--- src/rtl/shsc_pkg.sv ---
package shsc_pkg;

    localparam int MAX_SLOTS   = 1024;
    localparam int MAX_KEY_LEN = 4096;

    localparam int CHAR_W = 7;
    localparam int SUM_W  = 20;
    localparam int CNT_W  = 13;
    localparam int MOD_W  = 11;
    localparam int SLOT_W = 10;
    localparam int LEN_W  = 16;
    localparam int STEP_W = 5;

    localparam logic [CNT_W-1:0] KEY_LIMIT   = CNT_W'(MAX_KEY_LEN);
    localparam logic [MOD_W-1:0] SLOT_LIMIT  = MOD_W'(MAX_SLOTS);
    localparam logic [MOD_W-1:0] SLOT_RESET  = MOD_W'(16);
    localparam logic [LEN_W-1:0] LEN_FULL    = '1;
    localparam logic [STEP_W-1:0] LAST_STEP  = STEP_W'(SUM_W - 1);
    localparam logic [SLOT_W-1:0] LAST_ENTRY = SLOT_W'(MAX_SLOTS - 1);

    localparam logic [4:0] DIGIT_BASE = 5'd10;
    localparam logic [4:0] DIGIT_HIT  = 5'd5;
    localparam logic [1:0] STEP_HIT   = 2'd1;
    localparam logic [1:0] STEP_MISS  = 2'd3;

    typedef struct packed {
        logic [SUM_W-1:0] sum;
        logic             ovf;
    } t_key;

    typedef enum logic [2:0] {
        ST_CLEAR,
        ST_IDLE,
        ST_DIV,
        ST_READ,
        ST_WRITE
    } t_back_state;

    // Character code modulo ten through a reciprocal multiply, exact for 7-bit codes.
    function automatic logic [3:0] char_mod10(input logic [CHAR_W-1:0] c);
        logic [14:0]       prod;
        logic [3:0]        quot;
        logic [CHAR_W-1:0] tens;
        logic [CHAR_W-1:0] rem;
        prod = 15'(c) * 15'd205;
        quot = prod[14:11];
        tens = CHAR_W'(quot) * CHAR_W'(10);
        rem  = c - tens;
        return rem[3:0];
    endfunction

endpackage

--- src/rtl/shsc_chan_if.sv ---
interface shsc_char_if;
    logic                          valid;
    logic                          ready;
    logic [shsc_pkg::CHAR_W-1:0]   char_code;
    logic                          last_char;

    modport source (output valid, output char_code, output last_char, input ready);
    modport sink   (input valid, input char_code, input last_char, output ready);
endinterface


--- src/rtl/shsc_front.sv ---
module shsc_front (
    input  logic              i_clk,
    input  logic              i_rst_n,
    input  logic              i_hold,
    shsc_char_if.sink         i_char,
    output logic              o_key_valid,
    input  logic              i_key_ready,
    output shsc_pkg::t_key    o_key
);

    logic [shsc_pkg::SUM_W-1:0] r_sum;
    logic [3:0]                 r_res10;
    logic [shsc_pkg::CNT_W-1:0] r_cnt;

    logic [shsc_pkg::SUM_W-1:0] n_sum;
    logic [3:0]                 n_res10;
    logic [shsc_pkg::CNT_W-1:0] n_cnt;

    logic [3:0] char_digit;
    logic [4:0] t1;
    logic [4:0] t2;
    logic [1:0] inc;
    logic       take;

    assign i_char.ready = !i_hold && i_key_ready;
    assign take         = i_char.valid && i_char.ready;

    always_comb begin
        char_digit = shsc_pkg::char_mod10(i_char.char_code);
        t1 = {1'b0, r_res10} + {1'b0, char_digit};
        if (t1 >= shsc_pkg::DIGIT_BASE) begin
            t1 = t1 - shsc_pkg::DIGIT_BASE;
        end
        inc = (t1 == shsc_pkg::DIGIT_HIT) ? shsc_pkg::STEP_HIT : shsc_pkg::STEP_MISS;
        t2  = t1 + 5'(inc);
        if (t2 >= shsc_pkg::DIGIT_BASE) begin
            t2 = t2 - shsc_pkg::DIGIT_BASE;
        end
        if (r_cnt < shsc_pkg::KEY_LIMIT) begin
            n_sum   = r_sum + shsc_pkg::SUM_W'(i_char.char_code) + shsc_pkg::SUM_W'(inc);
            n_res10 = t2[3:0];
        end else begin
            n_sum   = r_sum;
            n_res10 = r_res10;
        end
        if (r_cnt <= shsc_pkg::KEY_LIMIT) begin
            n_cnt = r_cnt + 1'b1;
        end else begin
            n_cnt = r_cnt;
        end
    end

    assign o_key_valid = take && i_char.last_char;
    assign o_key.sum   = n_sum;
    assign o_key.ovf   = n_cnt > shsc_pkg::KEY_LIMIT;

    always_ff @(posedge i_clk) begin
        if (!i_rst_n) begin
            r_sum   <= '0;
            r_res10 <= '0;
            r_cnt   <= '0;
        end else if (take) begin
            if (i_char.last_char) begin
                r_sum   <= '0;
                r_res10 <= '0;
                r_cnt   <= '0;
            end else begin
                r_sum   <= n_sum;
                r_res10 <= n_res10;
                r_cnt   <= n_cnt;
            end
        end
    end

endmodule

--- src/flat_wrapper.sv ---
// flat-port wrapper written by rule: the top's interface ports become plain ports
module shsc_front_flat 
  (i_clk, i_rst_n, i_hold, o_key_valid, i_key_ready, o_key, i_char_valid, i_char_char_code, i_char_last_char, i_char_ready);
  shsc_char_if i_char_i ();
  input  logic i_clk;
  input  logic i_rst_n;
  input  logic i_hold;
  output logic o_key_valid;
  input  logic i_key_ready;
  output shsc_pkg::t_key o_key;
  input wire logic [$bits(i_char_i.valid)-1:0] i_char_valid;
  input wire logic [$bits(i_char_i.char_code)-1:0] i_char_char_code;
  input wire logic [$bits(i_char_i.last_char)-1:0] i_char_last_char;
  output wire logic [$bits(i_char_i.ready)-1:0] i_char_ready;
  assign i_char_i.valid = i_char_valid;
  assign i_char_i.char_code = i_char_char_code;
  assign i_char_i.last_char = i_char_last_char;
  assign i_char_ready = i_char_i.ready;
  shsc_front u_core (.i_clk(i_clk), .i_rst_n(i_rst_n), .i_hold(i_hold), .i_char(i_char_i), .o_key_valid(o_key_valid), .i_key_ready(i_key_ready), .o_key(o_key));
endmodule
--- config.mk ---
export PLATFORM = sky130hd
export DESIGN_NAME = shsc_front_flat
export DESIGN_NICKNAME = d
export VERILOG_FILES = /design/src/rtl/shsc_pkg.sv /design/src/rtl/shsc_chan_if.sv /design/src/rtl/shsc_front.sv /design/src/flat_wrapper.sv
export SDC_FILE = /design/constraint.sdc
export NUM_CORES = 1
export LEC_CHECK = 0
export ABC_CLOCK_PERIOD_IN_PS = 11600
export BUFFER_PORTS_ARGS = -buffer_cell sky130_fd_sc_hd__buf_2
export CAP_MARGIN = 30
export CORE_ASPECT_RATIO = 1.25
export CORE_MARGIN = 2
export CORE_UTILIZATION = 55
export CTS_CLUSTER_DIAMETER = 50
export DETAILED_ROUTE_END_ITERATION = 6
export GPL_TIMING_DRIVEN = 0
export PLACE_DENSITY_LB_ADDON = 0.05
export SETUP_SLACK_MARGIN = 0.2
export SLEW_MARGIN = 5
export SYNTH_ARGS = -nofsm -noshare
export SYNTH_HDL_FRONTEND = slang
export SYNTH_SLANG_ARGS = --single-unit
--- constraint.sdc ---
create_clock -name i_clk -period 11.6 [get_ports i_clk]
set_clock_uncertainty 0.15 [all_clocks]
set_input_delay 2.32 -clock i_clk [delete_from_list [all_inputs] [get_ports i_clk]]
set_output_delay 2.32 -clock i_clk [all_outputs]
set_load 0.01 [all_outputs]
After elaboration in Yosys (flattened, before gate mapping)
Index checks and enable logic that the tools add are counted.

Bits in registers: 37. Bits of input ports: 13. Output and inout bits: 23. Logic and storage cells: 34.

Eq/ne operators: 1. Order comparisons: 5. Multipliers: 2. Add/sub/neg operators: 8. Reductions and logical operators: 6. Multiplexer cells: 9.

Operators by type and width (number): $mux W20 (2); $mux W13 (2); $add A20 B2 Y20 (1); $add A20 B7 Y20 (1); $mul A7 B8 Y15 const B (1); $add A13 B1 Y13 const B (1); $gt A13 B13 Y1 const B (1); $le A13 B13 Y1 const B (1); $lt A13 B13 Y1 const B (1); $mux W4 (3); $ge A5 B4 Y1 const B (2); $add A4 B4 Y5 (1); $add A5 B2 Y5 (1); $eq A5 B3 Y1 const B (1); $mux W5 (1); $sub A5 B4 Y5 const B (1); $mul A4 B3 Y3 const B (1); $sub A4 B4 Y4 (1); $sub A4 B4 Y4 const B (1); $logic_and A1 B1 Y1 (3); $mux W2 (1); $reduce_and A2 Y1 (1); $reduce_bool A2 Y1 (1); $logic_not A1 Y1 (1).

Logic depth before layout (Yosys ltp)
Depth after elaboration: 13. Mapped depth: 39. Depth with buffers taken out: 39.

Least setup slack after synthesis
OpenSTA, ideal clock, no wires.

Kind: input -> output. Start: in i_char_char_code[4]. End: out o_key[20] in the netlist's numbering. Required time: 9.130 ns. Buffers on the path: 0. Path slack: -0.837 ns. Arrival time: 9.967 ns. Cell stages on the path: 38. Cells stage by stage: ha_1 -> ha_1 -> fa_1 -> inv_1 -> fa_1 -> inv_1 -> ha_1 -> a311oi_1 -> o21bai_1 -> a21oi_1 -> o21bai_1 -> xor2_1 -> ha_1 -> inv_1 -> fa_1 -> xor2_1 -> xnor2_1 -> xnor2_1 -> (+2 left out) -> inv_1 -> a21oi_1 -> nor2_1 -> mux2i_2 -> nor3b_1 -> and3b_1 -> fa_1 -> inv_1 -> ha_1 -> inv_1 -> fa_1 -> nor2b_1 -> o21ai_1 -> a21boi_1 -> o21a_1 -> o21ai_1 -> a211oi_1 -> xor2_1.

RTL lines: start, declared (RTL line flat_wrapper.sv:12) `input wire logic [$bits(i_char_i.char_code)-1:0] i_char_char_code;`; end, declared (RTL line flat_wrapper.sv:10) `output shsc_pkg::t_key o_key;`.

==> impl_metrics.env <==
export IMPL_place_area_sq_um=4470
export IMPL_synthMuxAreaShare_pct=2.16
export IMPL_drtIter0Drc=192
export IMPL_gp_congestion=0.885
export IMPL_post_route_period_util_pct=108
export IMPL_endpoint_kind="primary output"
export IMPL_synth_simple_gate_area_share_pct=21.4
export IMPL_yosys_top_cells_count="ha_1 (56), inv_1 (45), nand2_1 (39), dfxtp_1 (37)"
export IMPL_grt_usage_pct=27.6
export IMPL_leakagePower_nw=2.25
export IMPL_yosys_area_top_type_share_pct=18.5
export IMPL_hpwl_mm=7.58
export IMPL_synth_top_cell_by_area="dfxtp_1"
export IMPL_power_mw=1.47
export IMPL_async_flop_share_pct=0
export IMPL_antennaDiodeCount=0
export IMPL_cts_buffers=5
export IMPL_netlist_area_sq_um=4010
export IMPL_whs_ps=344
export IMPL_dr_pass1_iters=5
export IMPL_synth_xor_area_share_pct=6.34
export IMPL_synth_compound_area_share_pct=21.1
export IMPL_n_fill_cell=547
export IMPL_cp_max_fo=6
export IMPL_cts_root_buf="clkbuf_8"
export IMPL_layout_setup_ws_ps=-883
export IMPL_rows=34
export IMPL_max_stage_delay_ps=500
export IMPL_drtAntennaViolNets=0
export IMPL_drc_errors=0
export IMPL_power_density_nw_per_um2=287
export IMPL_grt_pass1_wl_mm=17.7
export IMPL_place_ws_ps=-1720
export IMPL_die_h_um=99.4
export IMPL_clk_pin_slew_ps=70
export IMPL_grt_pass1_vias=3854
export IMPL_min_period_ps=12480
export IMPL_dr_total_vias=3950
export IMPL_clk_path_buf_depth=2
export IMPL_clock_sinks=37
export IMPL_dp_cells=619
export IMPL_initial_core_util_pct=57.1
export IMPL_overflow=0
export IMPL_antenna_found_initial=0
export IMPL_io_pins=36
export IMPL_yosysWarnings=0
export IMPL_slew_headroom_pct=54.9
export IMPL_nets=658
export IMPL_cp_common_cell="ha_4"
export IMPL_core_area_sq_um=7020
export IMPL_syn_num_nets=577
export IMPL_clk_latency_ps=290
export IMPL_peakVddDrop_v=0.000397
export IMPL_layout_drive_gt1_share_pct=26.7
export IMPL_finalSetupTns_ps=-9830
export IMPL_critPathLaunchType="input pin"
export IMPL_synth_fa_ha_area_share_pct=24.0
export IMPL_synth_top_flop_cell="dfxtp_1"
export IMPL_rsz0062_at_grt="yes"
export IMPL_synth_edf_count=0
export IMPL_status="finished, violations left"
export IMPL_synthTopCellsByArea="dfxtp_1 (18%), ha_1 (17%), fa_1 (6.5%)"
export IMPL_slowest_stage="fa_1"
export IMPL_critPathArrivalTime_ps=10010
export IMPL_routed_via_density=5.92
export IMPL_cts_tree="done"
export IMPL_final_core_util_pct=73.2
export IMPL_yosysUniqueCellTypes=63
export IMPL_yosysSeqAreaShare_pct=18.5
export IMPL_synth_top_family_by_area="adder cells"
export IMPL_finalHoldViolations=0
export IMPL_report_final_slew_viol_count=0
export IMPL_syn_area_per_cell_sq_um=8.09
export IMPL_yosysMostFrequentCell="ha_1"
export IMPL_crit_family="adder cells"
export IMPL_synthToLayoutAreaGrowth_pct=28.2
export IMPL_tightest_slew_ps=675
export IMPL_cp_required_ps=9130
export IMPL_violations="negative setup slack"
export IMPL_synth_seq_cells=37
export IMPL_drt_total_wl_mm=11.1
export IMPL_die_area_sq_um=7980
export IMPL_holdBufCountCts=0
export IMPL_cts_htree_levels=2
export IMPL_grt_max_degree=12
export IMPL_fin_area_sq_um=5130
export IMPL_setup_worst_path_class="input pin to primary output"
export IMPL_path_buf_inv=9
export IMPL_dieWidth_um=80.3
export IMPL_hp_class="flop to flop"
export IMPL_cap_violations=0
export IMPL_wl_per_cell_um=16.7
export IMPL_port_buffers=34
export IMPL_stdcell_count=667
export IMPL_setup_viol=17
export IMPL_max_freq_ghz=0.0801
export IMPL_synthCells=495
## routing by layer
| layer | global-route usage [%] | wire (um) |
|---|---|---|
| met5 | 0 | 0 |
| met3 | 3.27 | 421 |
| met2 | 50.1 | 5750 |
| met1 | 32.4 | 4640 |
| met4 | 11.1 | 329 |
## layout make-up
cell class | instances | area [sq um] | share of cell area (%)
buffer | 23 | 90.1 | 1.75
tap | 90 | 113 | 2.19
multi-input combinational | 389 | 3410 | 66.5
sequential | 37 | 741 | 14.4
inverter | 46 | 175 | 3.41
clock buffer | 6 | 72.6 | 1.41
timing repair buffer | 74 | 520 | 10.1
clock inverter | 2 | 10.0 | 0.195
## worst min-delay path: cells and delay by family, from the launching register on
kind | cells | cell delay (ps)
DFF | 1 | 330
AOI/OAI and AO/OA | 1 | 60
and+or+nand+nor | 1 | 60
## sequential cells by signal, summed over array words and instances, names as in the netlist
name	flops
u_core.r_cnt	13
u_core.r_res10	4
u_core.r_sum	20
## worst paths after layout
check	depth (start not counted)	to	start	slack, ps
max	41	o_key[14]	i_char_char_code[6]	-880
min	2	u_core.r_sum[1]	u_core.r_sum[1]	340
max reg2reg	26	u_core.r_sum[13]	u_core.r_res10[0]	6070
min reg2reg	2	u_core.r_sum[1]	u_core.r_sum[1]	340
## kinds of logic (layout without fill, tap and decap cells)
family                   count (synthesis)  count (layout)
adder cells (fa/ha/maj)                 69              69
multiplexers                             8               8
AO/OA/AOI/OAI                          124             124
flip-flops                              37              37
AND/OR/NAND/NOR                        159             159
buffers and inverters                   69             151
XOR/XNOR                                29              29
## cells in the final DEF, fill, tap and decap left out, types with 5 or more instances in the layout
cell	synthesis	layout
inv_2	1	7
fa_1	13	9
nor3_1	7	6
or3_1	6	6
nor3b_1	7	5
nand4_1	6	6
o211ai_1	5	5
xor2_1	20	16
clkbuf_1	19	20
o21ai_0	29	23
dfxtp_1	37	37
and3_1	9	9
ha_4	0	11
clkbuf_8	0	5
a21oi_2	1	5
nor2_1	29	27
a21oi_4	0	5
nor2b_1	16	15
o21ai_2	0	5
a22oi_1	8	8
a21boi_0	9	9
o21a_1	8	8
buf_4	0	41
ha_1	56	43
a21oi_1	18	9
nand2_1	39	36
nand3_1	11	11
mux2i_1	5	5
xnor2_1	9	7
a31oi_1	7	7
buf_2	1	28
and2_1	8	8
inv_1	45	38
## timing repair
item,CTS,global route
cloned,0,0
resized for setup,34,28
pin swaps,40,10
buffers inserted,27,13
setup endpoints to repair,19,19
## power breakdown
part | switching [mW] | internal, mW
combinational | 0.647 | 0.597
clock | 0.0477 | 0.0417
sequential | 0.00604 | 0.133
total | 0.701 | 0.772
Power figures use the tool's default switching activity.
