===== config.mk =====
export PLATFORM = sky130hd
export DESIGN_NAME = shsc_queue
export DESIGN_NICKNAME = d
export VERILOG_FILES = /design/src/rtl/shsc_pkg.sv /design/src/rtl/shsc_queue.sv
export SDC_FILE = /design/constraint.sdc
export NUM_CORES = 1
export LEC_CHECK = 0
export ABC_AREA = 1
export BUFFER_PORTS_ARGS = -buffer_cell sky130_fd_sc_hd__clkbuf_2
export CAP_MARGIN = 20
export CORE_UTILIZATION = 55
export DETAILED_ROUTE_END_ITERATION = 8
export PLACE_DENSITY = 0.83
export RECOVER_POWER = 25
export SLEW_MARGIN = 5
export SYNTH_ARGS = -nofsm -noshare
export SYNTH_HDL_FRONTEND = slang
export SYNTH_SLANG_ARGS = --single-unit

===== constraint.sdc =====
create_clock -name i_clk -period 5.9 [get_ports i_clk]
set_input_delay 0.885 -clock i_clk [delete_from_list [all_inputs] [get_ports i_clk]]
set_output_delay 0.885 -clock i_clk [all_outputs]
set_load 0.01 [all_outputs]

===== src/rtl/shsc_pkg.sv =====
package shsc_pkg;

    localparam int MAX_SLOTS   = 1024;
    localparam int MAX_KEY_LEN = 4096;

    localparam int CHAR_W = 7;
    localparam int SUM_W  = 20;
    localparam int CNT_W  = 13;
    localparam int MOD_W  = 11;
    localparam int SLOT_W = 10;
    localparam int LEN_W  = 16;
    localparam int STEP_W = 5;

    localparam logic [CNT_W-1:0] KEY_LIMIT   = CNT_W'(MAX_KEY_LEN);
    localparam logic [MOD_W-1:0] SLOT_LIMIT  = MOD_W'(MAX_SLOTS);
    localparam logic [MOD_W-1:0] SLOT_RESET  = MOD_W'(16);
    localparam logic [LEN_W-1:0] LEN_FULL    = '1;
    localparam logic [STEP_W-1:0] LAST_STEP  = STEP_W'(SUM_W - 1);
    localparam logic [SLOT_W-1:0] LAST_ENTRY = SLOT_W'(MAX_SLOTS - 1);

    localparam logic [4:0] DIGIT_BASE = 5'd10;
    localparam logic [4:0] DIGIT_HIT  = 5'd5;
    localparam logic [1:0] STEP_HIT   = 2'd1;
    localparam logic [1:0] STEP_MISS  = 2'd3;

    typedef struct packed {
        logic [SUM_W-1:0] sum;
        logic             ovf;
    } t_key;

    typedef enum logic [2:0] {
        ST_CLEAR,
        ST_IDLE,
        ST_DIV,
        ST_READ,
        ST_WRITE
    } t_back_state;

    // Character code modulo ten through a reciprocal multiply, exact for 7-bit codes.
    function automatic logic [3:0] char_mod10(input logic [CHAR_W-1:0] c);
        logic [14:0]       prod;
        logic [3:0]        quot;
        logic [CHAR_W-1:0] tens;
        logic [CHAR_W-1:0] rem;
        prod = 15'(c) * 15'd205;
        quot = prod[14:11];
        tens = CHAR_W'(quot) * CHAR_W'(10);
        rem  = c - tens;
        return rem[3:0];
    endfunction

endpackage


===== src/rtl/shsc_queue.sv =====
module shsc_queue (
    input  logic              i_clk,
    input  logic              i_rst_n,
    input  logic              i_push_valid,
    output logic              o_push_ready,
    input  shsc_pkg::t_key    i_push,
    output logic              o_pop_valid,
    input  logic              i_pop_ready,
    output shsc_pkg::t_key    o_pop
);

    shsc_pkg::t_key r_slot [2];
    logic           r_wp;
    logic           r_rp;
    logic [1:0]     r_fill;
    logic           push;
    logic           pop;

    assign o_push_ready = r_fill != 2'd2;
    assign o_pop_valid  = r_fill != 2'd0;
    assign o_pop        = r_slot[r_rp];
    assign push         = i_push_valid && o_push_ready;
    assign pop          = o_pop_valid && i_pop_ready;

    always_ff @(posedge i_clk) begin
        if (push) begin
            r_slot[r_wp] <= i_push;
        end
    end

    always_ff @(posedge i_clk) begin
        if (!i_rst_n) begin
            r_wp   <= 1'b0;
            r_rp   <= 1'b0;
            r_fill <= '0;
        end else begin
            if (push) begin
                r_wp <= !r_wp;
            end
            if (pop) begin
                r_rp <= !r_rp;
            end
            r_fill <= r_fill + {1'b0, push} - {1'b0, pop};
        end
    end

endmodule


* Word level (Yosys, flattened, before mapping) *
Memory sizes are Yosys's and may differ from the RTL's. A register that Yosys moved wholly into a read port is not among the register bits.
Index checks and enable logic that the tools add are counted.

cells by class
  multiplexer cells = 4
  equality and inequality tests = 1
  $add $sub $neg = 2
  reductions and logical operators = 5

operator list
  operator                                      number
  1-bit two-way mux                             4
  2-bit by 1-bit adder with 2-bit output        1
  1-bit logical AND                             2
  1-bit zero test                               2
  2-bit inequality test, second input constant  1
  2-bit nonzero test                            1
  2-bit by 1-bit subtractor with 2-bit output   1

storage, ports and cells
  word-level logic and storage cells = 16
  output and inout bits = 23
  input port bits = 25
  RAM bits = 42
  memories = 1
  register bits after elaboration = 4

memory list
  memory  depth  width  read ports  clocked after memory_dff  write ports  line              text
  r_slot  2      21     1           1                         1            shsc_queue.sv:12  shsc_pkg::t_key r_slot [2];

* Longest topological paths before layout *
Gate-level depths: netlist of run 1.

  depth after elaboration = 4
  gate-level depth with buffers = 11
  mapped depth without buffers = 11

* Worst setup path after synthesis of run 1 *
Ideal clock, no wire load.

  path kind = input -> register
  start = input port i_push_valid
  end = memory r_slot[1][0] in the netlist's numbering, enable pin
  path slack = 3.617 ns
  data required time = 5.500 ns
  arrival = 1.883 ns
  stages = 2
  cells stage by stage = nand2_4 nor2_1

on the way
  longest elaborated chain between the ends = 3

ends and longest elaborated chain
  what                                     line              text
  from (decl)                              shsc_queue.sv:4   input logic i_push_valid,
  1-bit logical AND                        shsc_queue.sv:22  assign push = i_push_valid && o_push_ready;
  1-bit two-way mux                        shsc_queue.sv:26  if (push) begin
  1-bit two-way mux (implied by the code)  shsc_queue.sv:27  r_slot[r_wp] <= i_push;
  to (decl)                                shsc_queue.sv:12

No other way between the ends.

==> impl_metrics.py, run 1 <==
metrics = {
    "worst_setup_path": {
        "path_class": "reg -> out",
        "rr_startpoint": "r_fill[0]",
        "worst_path_max_delay_cell": "dfxtp_1",
        "max_stage_delay_ns": 0.61,
        "crit_fanout": 14,
        "ff2ff_path_depth": 4,
        "worstPathCellList": "buf_4 -> mux2_4 -> clkbuf_2",
        "rrSetupSlack_ns": 4.11,
        "cp.arrival_ns": 1.79,
        "start_kind": "register",
        "cp-end-kind": "output pin",
        "cp_data_required_time_ns": 5.02,
        "reg2reg_to": "r_slot[0][11]",
    },
    "synthesis": {
        "synth_top_area_share": 0.6825,
        "synth_area_sq_um": 1848,
        "yosys-mux-area-fraction": 0.1686,
        "synthTopCellsByArea": "edfxtp_1 68%, mux2_4 16%, dfxtp_1 5.4%",
        "synthAdderAreaFrac": 0.006770,
        "synth_seq_cells": 47,
        "synth-compound-area-share": 0.002708,
        "synth_top_family_by_area": "multiplexers",
        "synth-async-reset-ratio": 0,
        "synth_cell_types": 16,
        "syn_area_per_cell_sq_um": 18.30,
        "synth_area_leader_cell": "edfxtp_1",
        "synth.most_common_cell": "edfxtp_1",
        "syn_inst": 101,
        "synth-simple-area-share": 0.05416,
        "ys_warn_count": 0,
        "synth_fp_nets": 127,
        "synth_edf_count": 42,
        "synth-xor-area-share": 0.004739,
        "synthTopCellsByCount": "42 x edfxtp_1, 20 x mux2_4, 9 x nand2_1, 7 x inv_1, 7 x nor2_1",
        "synth-main-ff-cell": "edfxtp_1",
        "ys_seq_area_frac": 0.7366,
    },
    "global_routing": {
        "met1_usage": 0.1887,
        "track_usage": 0.1775,
        "antenna_found_initial": 0,
        "grt_max_degree": 23,
        "use_met3": 0.04545,
        "grt_overflow": 0,
        "grt_pass1_vias": 980,
        "grt_pass1_wl_um": 4250,
        "top_usage_layer": "met2",
        "use_met2": 0.3032,
    },
    "floorplanning": {
        "core-area_sq_um": 3128,
        "fp.dieArea_sq_um": 3596,
        "ios": 48,
        "rows": 20,
        "initial_utilization": 0.5908,
        "die_h_um": 59.97,
        "fp.dieW_um": 59.97,
    },
    "clocking": {
        "clock_latency_ns": 0.35,
        "h-tree-depth": 2,
        "postCtsHoldBufs": 0,
        "cts-resized-gates": 0,
        "clockBufferDepth": 2,
        "cts_tree": "done",
        "cts_root_buffer": "clkbuf_4",
        "clk_pin_slew_ns": 0.12,
        "postCtsSetupRepairBufs": 0,
        "clock-sinks": 47,
        "cts_buffers": 5,
    },
    "final_layout": {
        "stdcell_count": 199,
        "drive_gt1_frac": 0.4710,
        "area_growth_pct": 18.69,
        "fillers": 232,
        "nNetsFinal": 180,
        "diodes": 0,
    },
    "timing": {
        "slew_violations": 0,
        "rsz0062_at_grt": "false",
        "setup_viol_count_final": 0,
        "finalHoldViolCount": 0,
        "fin_skew_ns": 0.006053,
        "setup_tns_ns": 0,
        "final.period_utilization": 0.4527,
        "max_slew_margin": 0.2952,
        "fmax_ghz": 0.3744,
        "finalCriticalPeriod_ns": 2.671,
        "worst_pin_slew_ns": 1.056,
    },
    "detailed_routing": {
        "wirelength_um": 2797,
        "vias_per_cell": 4.874,
        "drt_iter0_markers": 31,
        "drt_first_pass_iters": 4,
        "drc": 0,
        "avgRoutedWirePerCell_um": 14.06,
        "vias": 970,
        "antenna_left": 0,
    },
    "place": {
        "hpwlAfterDp_um": 2035,
        "io_buffers": 47,
        "gp_congestion": 0.7024,
        "dp_cells": 191,
    },
    "worst_hold_path": {
        "worstHoldStart": "r_rp",
        "min_path_cells": 2,
        "hold_path.class": "reg -> reg",
    },
    "power_and_ir_drop": {
        "power_density_nw_per_um2": 411.6,
        "irDropWorstVdd_mv": 0.3460,
        "finalPower_mw": 0.9027,
        "p_leak_nw": 0.8866,
    },
    "job": {
        "max_cap_viol_count": 0,
    },
    "run_status": {
        "status": "completed",
    },
}
[metrics by stage]
| stage | worst slack [ns] | hold slack (ns) | util | instance area (sq um) |
|---|---|---|---|---|
| floorplan | 3.617 | 0.4669 | - | 1848 |
| global placement | 3.641 | 0.4825 | 0.6804 | 2128 |
| finish | 3.229 | 0.5305 | 0.7012 | 2193 |
| CTS | 3.188 | 0.5278 | 0.7048 | 2205 |
| detailed placement | 3.603 | 0.5084 | 0.6804 | 2128 |
| global route | 3.126 | 0.5876 | 0.7012 | 2193 |
[registers in the layout (all words and copies together), names as in the netlist, named ones only]
signal  cells
r_wp        1
r_fill      2
r_rp        1
r_slot     42
[area by class of cell]
| class | count | area, sq um | area share |
|---|---|---|---|
| clock inverter | 3 | 38.79 | 0.01768 |
| inverter | 7 | 26.28 | 0.01198 |
| multi-input combinational | 45 | 442.9 | 0.2019 |
| clock buffer | 5 | 37.54 | 0.01711 |
| tap | 44 | 55.05 | 0.02510 |
| sequential | 47 | 1361 | 0.6207 |
| timing repair buffer | 48 | 231.5 | 0.1055 |
[how the worst max path moves through the flow]
stage | startpoint | endpoint | cells after the start
after floorplan | i_push_valid | r_slot[1][0] | 2
after global routing | register | o_pop[16] | 3
final | register | o_pop[10] | 3
after CTS | register | o_pop[10] | 3
after global placement | register | o_pop[13] | 3
after detailed placement | i_push_valid | r_slot[0][18] | 3
[logic make-up after synthesis]
| family | Yosys count |
|---|---|
| multiplexers | 21 |
| AO/OA/AOI/OAI | 1 |
| adder cells (fa/ha/maj) | 1 |
| buffers and inverters | 9 |
| AND/OR/NAND/NOR | 21 |
| XOR/XNOR | 1 |
| flip-flops | 47 |
[cells in the final DEF (no fill, tap or decap)]
| cell type | instances |
|---|---|
| clkinv_1 | 1 |
| mux2_2 | 1 |
| nand3_1 | 1 |
| clkbuf_2 | 38 |
| clkinv_2 | 1 |
| ha_1 | 1 |
| xnor2_1 | 1 |
| inv_1 | 7 |
| clkbuf_4 | 5 |
| nand2_2 | 1 |
| nor2_2 | 3 |
| bufinv_16 | 1 |
| nor2_1 | 5 |
| mux2_4 | 20 |
| nand2_4 | 1 |
| dfxtp_1 | 5 |
| edfxtp_1 | 42 |
| nand2_1 | 9 |
| nor2_4 | 1 |
| a21oi_1 | 1 |
| clkbuf_1 | 9 |
| buf_4 | 1 |
[report_power, final]
group	switching, mW	internal (mW)
logic	0.138	0.133
registers	0.0273	0.425
clock network	0.0929	0.0872
total	0.258	0.645
[per-layer routing]
metal | up-vias | routed length (um)
met5 | - | 0
met4 | 0 | 79
met3 | 8 | 151
met2 | 42 | 1490
met1 | 451 | 1076
li1 | 469 | -
[critical path, delay by kind of cell, from the launching register on]
kind | cells | cell delay (ns)
mux | 1 | 0.33
flops | 1 | 0.61
buf+inv | 2 | 0.49
Note: power is estimated with default switching activity, not from simulation.
==> run 2, diff against run 1 <==
CORE_UTILIZATION = 51   (was 55)
PLACE_DENSITY = 0.77   (was 0.83)
clock period = 2.6 ns   (was 5.9 ns; I/O delays follow)
==> run 2 against run 1 <==
- flip-flop and latch count is the same
- critical path depth stayed put
- hold slack lost 0.30 ns
- non-clock buffer count is 2 higher
- combinational power increased by 130%
- sequential share of layout area grew 0.25 points
- die area up 7.6%
- worst setup slack lost 2.7 ns
- sequential power is 130% higher
- final cell count is 2.0% higher
- critical endpoint is now o_pop[0]
==> impl_metrics.py, run 2 (synthesis gave the netlist of run 1 again) <==
metrics = {
    "run_status": {
        "status": "completed",
    },
    "clocking": {
        "h-tree-depth": 2,
        "cts_tree": "done",
        "clockBufferDepth": 2,
        "postCtsSetupRepairBufs": 0,
        "clock_latency_ns": 0.33,
        "clock-sinks": 47,
        "cts_buffers": 5,
        "postCtsHoldBufs": 0,
        "cts_root_buffer": "clkbuf_4",
        "cts-resized-gates": 0,
        "clk_pin_slew_ns": 0.12,
    },
    "floorplanning": {
        "die_h_um": 62.20,
        "core-area_sq_um": 3416,
        "ios": 48,
        "fp.dieW_um": 62.20,
        "initial_utilization": 0.5410,
        "fp.dieArea_sq_um": 3868,
        "rows": 21,
    },
    "detailed_routing": {
        "drt_iter0_markers": 40,
        "wl_met3_um": 137,
        "avgRoutedWirePerCell_um": 13.57,
        "antenna_left": 0,
        "top_layer": "met4",
        "drt_first_pass_iters": 4,
        "vias_per_cell": 4.852,
        "drc": 0,
        "vias": 985,
        "wl_met1_um": 1039,
        "met2RoutedLength_um": 1547,
        "wirelength_um": 2754,
    },
    "global_routing": {
        "grt_max_degree": 23,
        "track_usage": 0.1557,
        "grt_overflow": 0,
        "grt_pass1_wl_um": 4388,
        "grt_pass1_vias": 982,
        "antenna_found_initial": 0,
    },
    "final_layout": {
        "design_area_sq_um": 2185,
        "drive_gt1_frac": 0.4713,
        "final_common_cell": "edfxtp_1",
        "diodes": 0,
        "reg_top3": "r_slot: 42 flops, r_fill: 2 flops",
        "nNetsFinal": 182,
        "largest_reg_flops": 42,
        "regMostFlops": "r_slot",
        "final_cell_mix": "42 x edfxtp_1, 39 x clkbuf_2, 20 x mux2_4",
        "area_growth_pct": 18.21,
    },
    "job": {
        "max_cap_viol_count": 0,
    },
    "worst_setup_path": {
        "ff2ff_path_depth": 5,
        "cp.arrival_ns": 1.68,
        "crit_fanout": 16,
        "path_class": "reg -> out",
        "start_kind": "register",
        "cp-end-kind": "output pin",
        "cp_data_required_time_ns": 2.21,
    },
    "timing": {
        "worst_pin_slew_ns": 0.3047,
        "max_slew_margin": 0.7966,
        "rsz0062_at_grt": "false",
        "fmax_ghz": 0.4834,
        "slew_violations": 0,
        "setup_viol_count_final": 0,
        "finalCriticalPeriod_ns": 2.069,
        "final.period_utilization": 0.7956,
        "worst_slack_ns": 0.5314,
        "finalHoldViolCount": 0,
        "hold_slack_ns": 0.2353,
        "fin_skew_ns": 0.009896,
        "setup_tns_ns": 0,
    },
    "power_and_ir_drop": {
        "p_int_mw": 1.373,
        "power_density_nw_per_um2": 891.2,
        "pwr-share-clk": 0.153,
        "combPwrFrac": 0.324,
        "p_switching_mw": 0.5740,
        "pwr-share-seq": 0.524,
        "irDropWorstVdd_mv": 0.5481,
        "sw_frac_of_total": 0.2948,
        "p_leak_nw": 0.8846,
    },
    "place": {
        "gp_congestion": 0.6508,
        "post_dp_cell_area_sq_um": 2146,
        "hpwlAfterDp_um": 2010,
        "io_buffers": 47,
        "place_ws_ns": 0.9039,
    },
    "worst_hold_path": {
        "min_path_cells": 1,
        "hold_path.class": "in -> reg",
    },
}
run 2: cell type report:
| class | instances | area (sq um) |
|---|---|---|
| clock buffer | 6 | 41.29 |
| clock inverter | 2 | 7.507 |
| fill | 274 | 1231 |
| inverter | 7 | 26.28 |
| multi-input combinational | 45 | 442.9 |
| sequential | 47 | 1361 |
| tap | 46 | 57.56 |
| timing repair buffer | 50 | 247.7 |
run 2: final timing paths:
path                   start             to  slack (ns)
setup / recovery    register       o_pop[0]        0.53
hold reg to reg         r_rp           r_rp        0.53
setup reg to reg   r_fill[0]   r_slot[0][0]        1.11
hold / removal    i_push[18]  r_slot[1][18]        0.24
run 2: power groups by stage:
stage	Sequential [mW]	Clock, mW	Combinational [mW]
finish	1.02	0.297	0.630
global route	1.03	0.344	0.687
CTS	1.02	0.310	0.641
detailed placement	1.04	0	0.640
global placement	1.03	0	0.619
floorplan	1.02	0	0.460
run 2: metrics by stage:
| step | utilization | power (mW) | instances |
|---|---|---|---|
| 2_1_floorplan | - | 1.477 | 101 |
| 3_3_place_gp | 0.6282 | 1.649 | 195 |
| 3_5_place_dp | 0.6282 | 1.676 | 195 |
| 4_1_cts | 0.6425 | 1.970 | 203 |
| 5_1_grt | 0.6396 | 2.063 | 203 |
| 6_report | 0.6396 | 1.947 | 203 |
run 2: worst max-delay path, cell delays in order (launching register included):
cell and delay [ns]:
dfxtp_1 0.51, buf_4 0.36, mux2_4 0.34, clkbuf_2 0.13
run 2: per-layer routing:
layer  global-route usage  up-vias
met1               0.1593      470
met3              0.04412        5
met2               0.2871       31
li1                     -      479
met5                    0        -
met4              0.07849        0
==> run 3, diff against run 2 <==
CORE_UTILIZATION = 46   (was 51)
PLACE_DENSITY = 0.74   (was 0.77)
clock period = 1.8 ns   (was 2.6 ns; I/O delays follow)
==> run 3 against run 2 <==
- count of clock-buffer cells in the layout unchanged
- sequential power increased by 43%
- first-iteration DRC count is 7.5% lower
- register-to-register slack worse by 0.75 ns
- final cell count rose by 2.0%
- routed wire length grew 2.4%
- hold slack lost 0.071 ns
- critical path type unchanged
- critical endpoint is now o_pop[20]
- highest routed layer unchanged
==> impl_metrics.py, run 3 (synthesis gave the netlist of run 1 again) <==
metrics = {
    "clocking": {
        "h-tree-depth": 2,
        "cts_buffers": 5,
        "cts_tree": "done",
        "clock-sinks": 47,
        "postCtsHoldBufs": 0,
        "clk_pin_slew_ns": 0.08,
        "postCtsSetupRepairBufs": 0,
        "clock_latency_ns": 0.29,
        "cts_root_buffer": "clkbuf_8",
        "cts-resized-gates": 0,
        "clockBufferDepth": 2,
    },
    "detailed_routing": {
        "antenna_left": 0,
        "vias_per_cell": 4.681,
        "drc": 0,
        "vias": 969,
        "avgRoutedWirePerCell_um": 13.63,
        "drt_iter0_markers": 37,
        "wirelength_um": 2821,
        "drt_first_pass_iters": 4,
    },
    "power_and_ir_drop": {
        "sw_frac_of_total": 0.2877,
        "power_density_nw_per_um2": 1334,
        "irDropWorstVdd_mv": 0.9061,
        "p_int_mw": 2.119,
        "finalPower_mw": 2.976,
        "p_switching_mw": 0.8561,
        "pwr-share-seq": 0.491,
        "pwr-share-clk": 0.191,
        "combPwrFrac": 0.319,
        "p_leak_nw": 0.9021,
    },
    "worst_setup_path": {
        "cp-end-kind": "output pin",
        "ff2ff_path_depth": 10,
        "crit_fanout": 11,
        "cp.arrival_ns": 1.39,
        "path_class": "reg -> out",
        "reg2reg_to": "r_fill[1]",
        "rr_startpoint": "r_fill[0]",
        "max_stage_delay_ns": 0.36,
        "rrSetupSlack_ns": 0.36,
        "cp-endpoint": "o_pop[20]",
        "cp_data_required_time_ns": 1.53,
        "worst_path_max_delay_cell": "dfxtp_1",
        "start_kind": "register",
        "worstPathCellList": "buf_4 -> mux2_2 -> clkbuf_2",
    },
    "timing": {
        "setup_viol_count_final": 0,
        "worst_slack_ns": 0.1438,
        "fmax_ghz": 0.6038,
        "slew_violations": 0,
        "hold_slack_ns": 0.1644,
        "max_slew_margin": 0.8146,
        "fin_skew_ns": 0.005579,
        "finalCriticalPeriod_ns": 1.656,
        "setup_tns_ns": 0,
        "final.period_utilization": 0.9201,
        "finalHoldViolCount": 0,
        "rsz0062_at_grt": "false",
        "worst_pin_slew_ns": 0.2782,
    },
    "global_routing": {
        "grt_max_degree": 21,
        "antenna_found_initial": 0,
        "use_met3": 0.04688,
        "grt_pass1_vias": 980,
        "grt_pass1_wl_um": 4436,
        "met1_usage": 0.1581,
        "track_usage": 0.1489,
        "use_met2": 0.2680,
        "grt_overflow": 0,
        "top_usage_layer": "met2",
    },
    "floorplanning": {
        "rows": 22,
        "fp.dieArea_sq_um": 4275,
        "die_h_um": 65.39,
        "initial_utilization": 0.4936,
        "core-area_sq_um": 3744,
        "ios": 48,
        "fp.dieW_um": 65.39,
    },
    "final_layout": {
        "diodes": 0,
        "drive_gt1_frac": 0.4654,
        "design_area_sq_um": 2231,
        "area_growth_pct": 20.72,
        "nNetsFinal": 184,
        "final_common_cell": "edfxtp_1",
        "largest_reg_flops": 42,
        "reg_top3": "r_slot: 42 flops, r_fill: 2 flops",
        "final_cell_mix": "42 x edfxtp_1, 37 x clkbuf_2, 20 x mux2_4",
        "regMostFlops": "r_slot",
    },
    "place": {
        "post_dp_cell_area_sq_um": 2163,
        "gp_congestion": 0.6365,
        "hpwlAfterDp_um": 2100,
        "io_buffers": 47,
        "place_ws_ns": 0.3828,
    },
    "worst_hold_path": {
        "min_path_cells": 1,
        "hold_path.class": "in -> reg",
    },
    "job": {
        "max_cap_viol_count": 0,
    },
    "run_status": {
        "status": "completed",
    },
}
-- run 3: worst min-delay path by stage --
stage	startpoint	endpoint
after floorplan	i_rst_n	r_fill[0]
after global placement	i_push[15]	r_slot[0][15]
after detailed placement	i_push[10]	r_slot[1][10]
after CTS	i_push[3]	r_slot[1][3]
after global routing	i_push[5]	r_slot[1][5]
final	i_push[3]	r_slot[1][3]
-- run 3: worst max-delay path, delay by kind of cell, from the launching register on --
family	cells	cell delay, ns
mux	1	0.36
buf+inv	2	0.37
flops	1	0.36
-- run 3: power groups by stage --
stage	Sequential [mW]	Combinational, mW	Clock, mW
finish	1.46	0.948	0.567
global route	1.48	1.04	0.620
CTS	1.46	0.968	0.588
detailed placement	1.48	0.966	0
global placement	1.47	0.930	0
floorplan	1.47	0.669	0
-- run 3: cell type report --
type	instances	area (sq um)
clock buffer	6	72.57
clock inverter	2	7.507
fill	320	1513
inverter	7	26.28
multi-input combinational	45	442.9
sequential	47	1361
tap	48	60.06
timing repair buffer	52	260.3
-- run 3: per-layer routing --
metal / wire (um) / vias up
met5: 0 / -
met4: 41 / 0
met3: 141 / 4
met2: 1540 / 30
met1: 1098 / 458
li1: - / 477
-- run 3: metrics by stage --
stage	instances	utilization
floorplan	101	-
global placement	199	0.5779
detailed placement	199	0.5779
CTS	207	0.5993
global route	207	0.5959
finish	207	0.5959
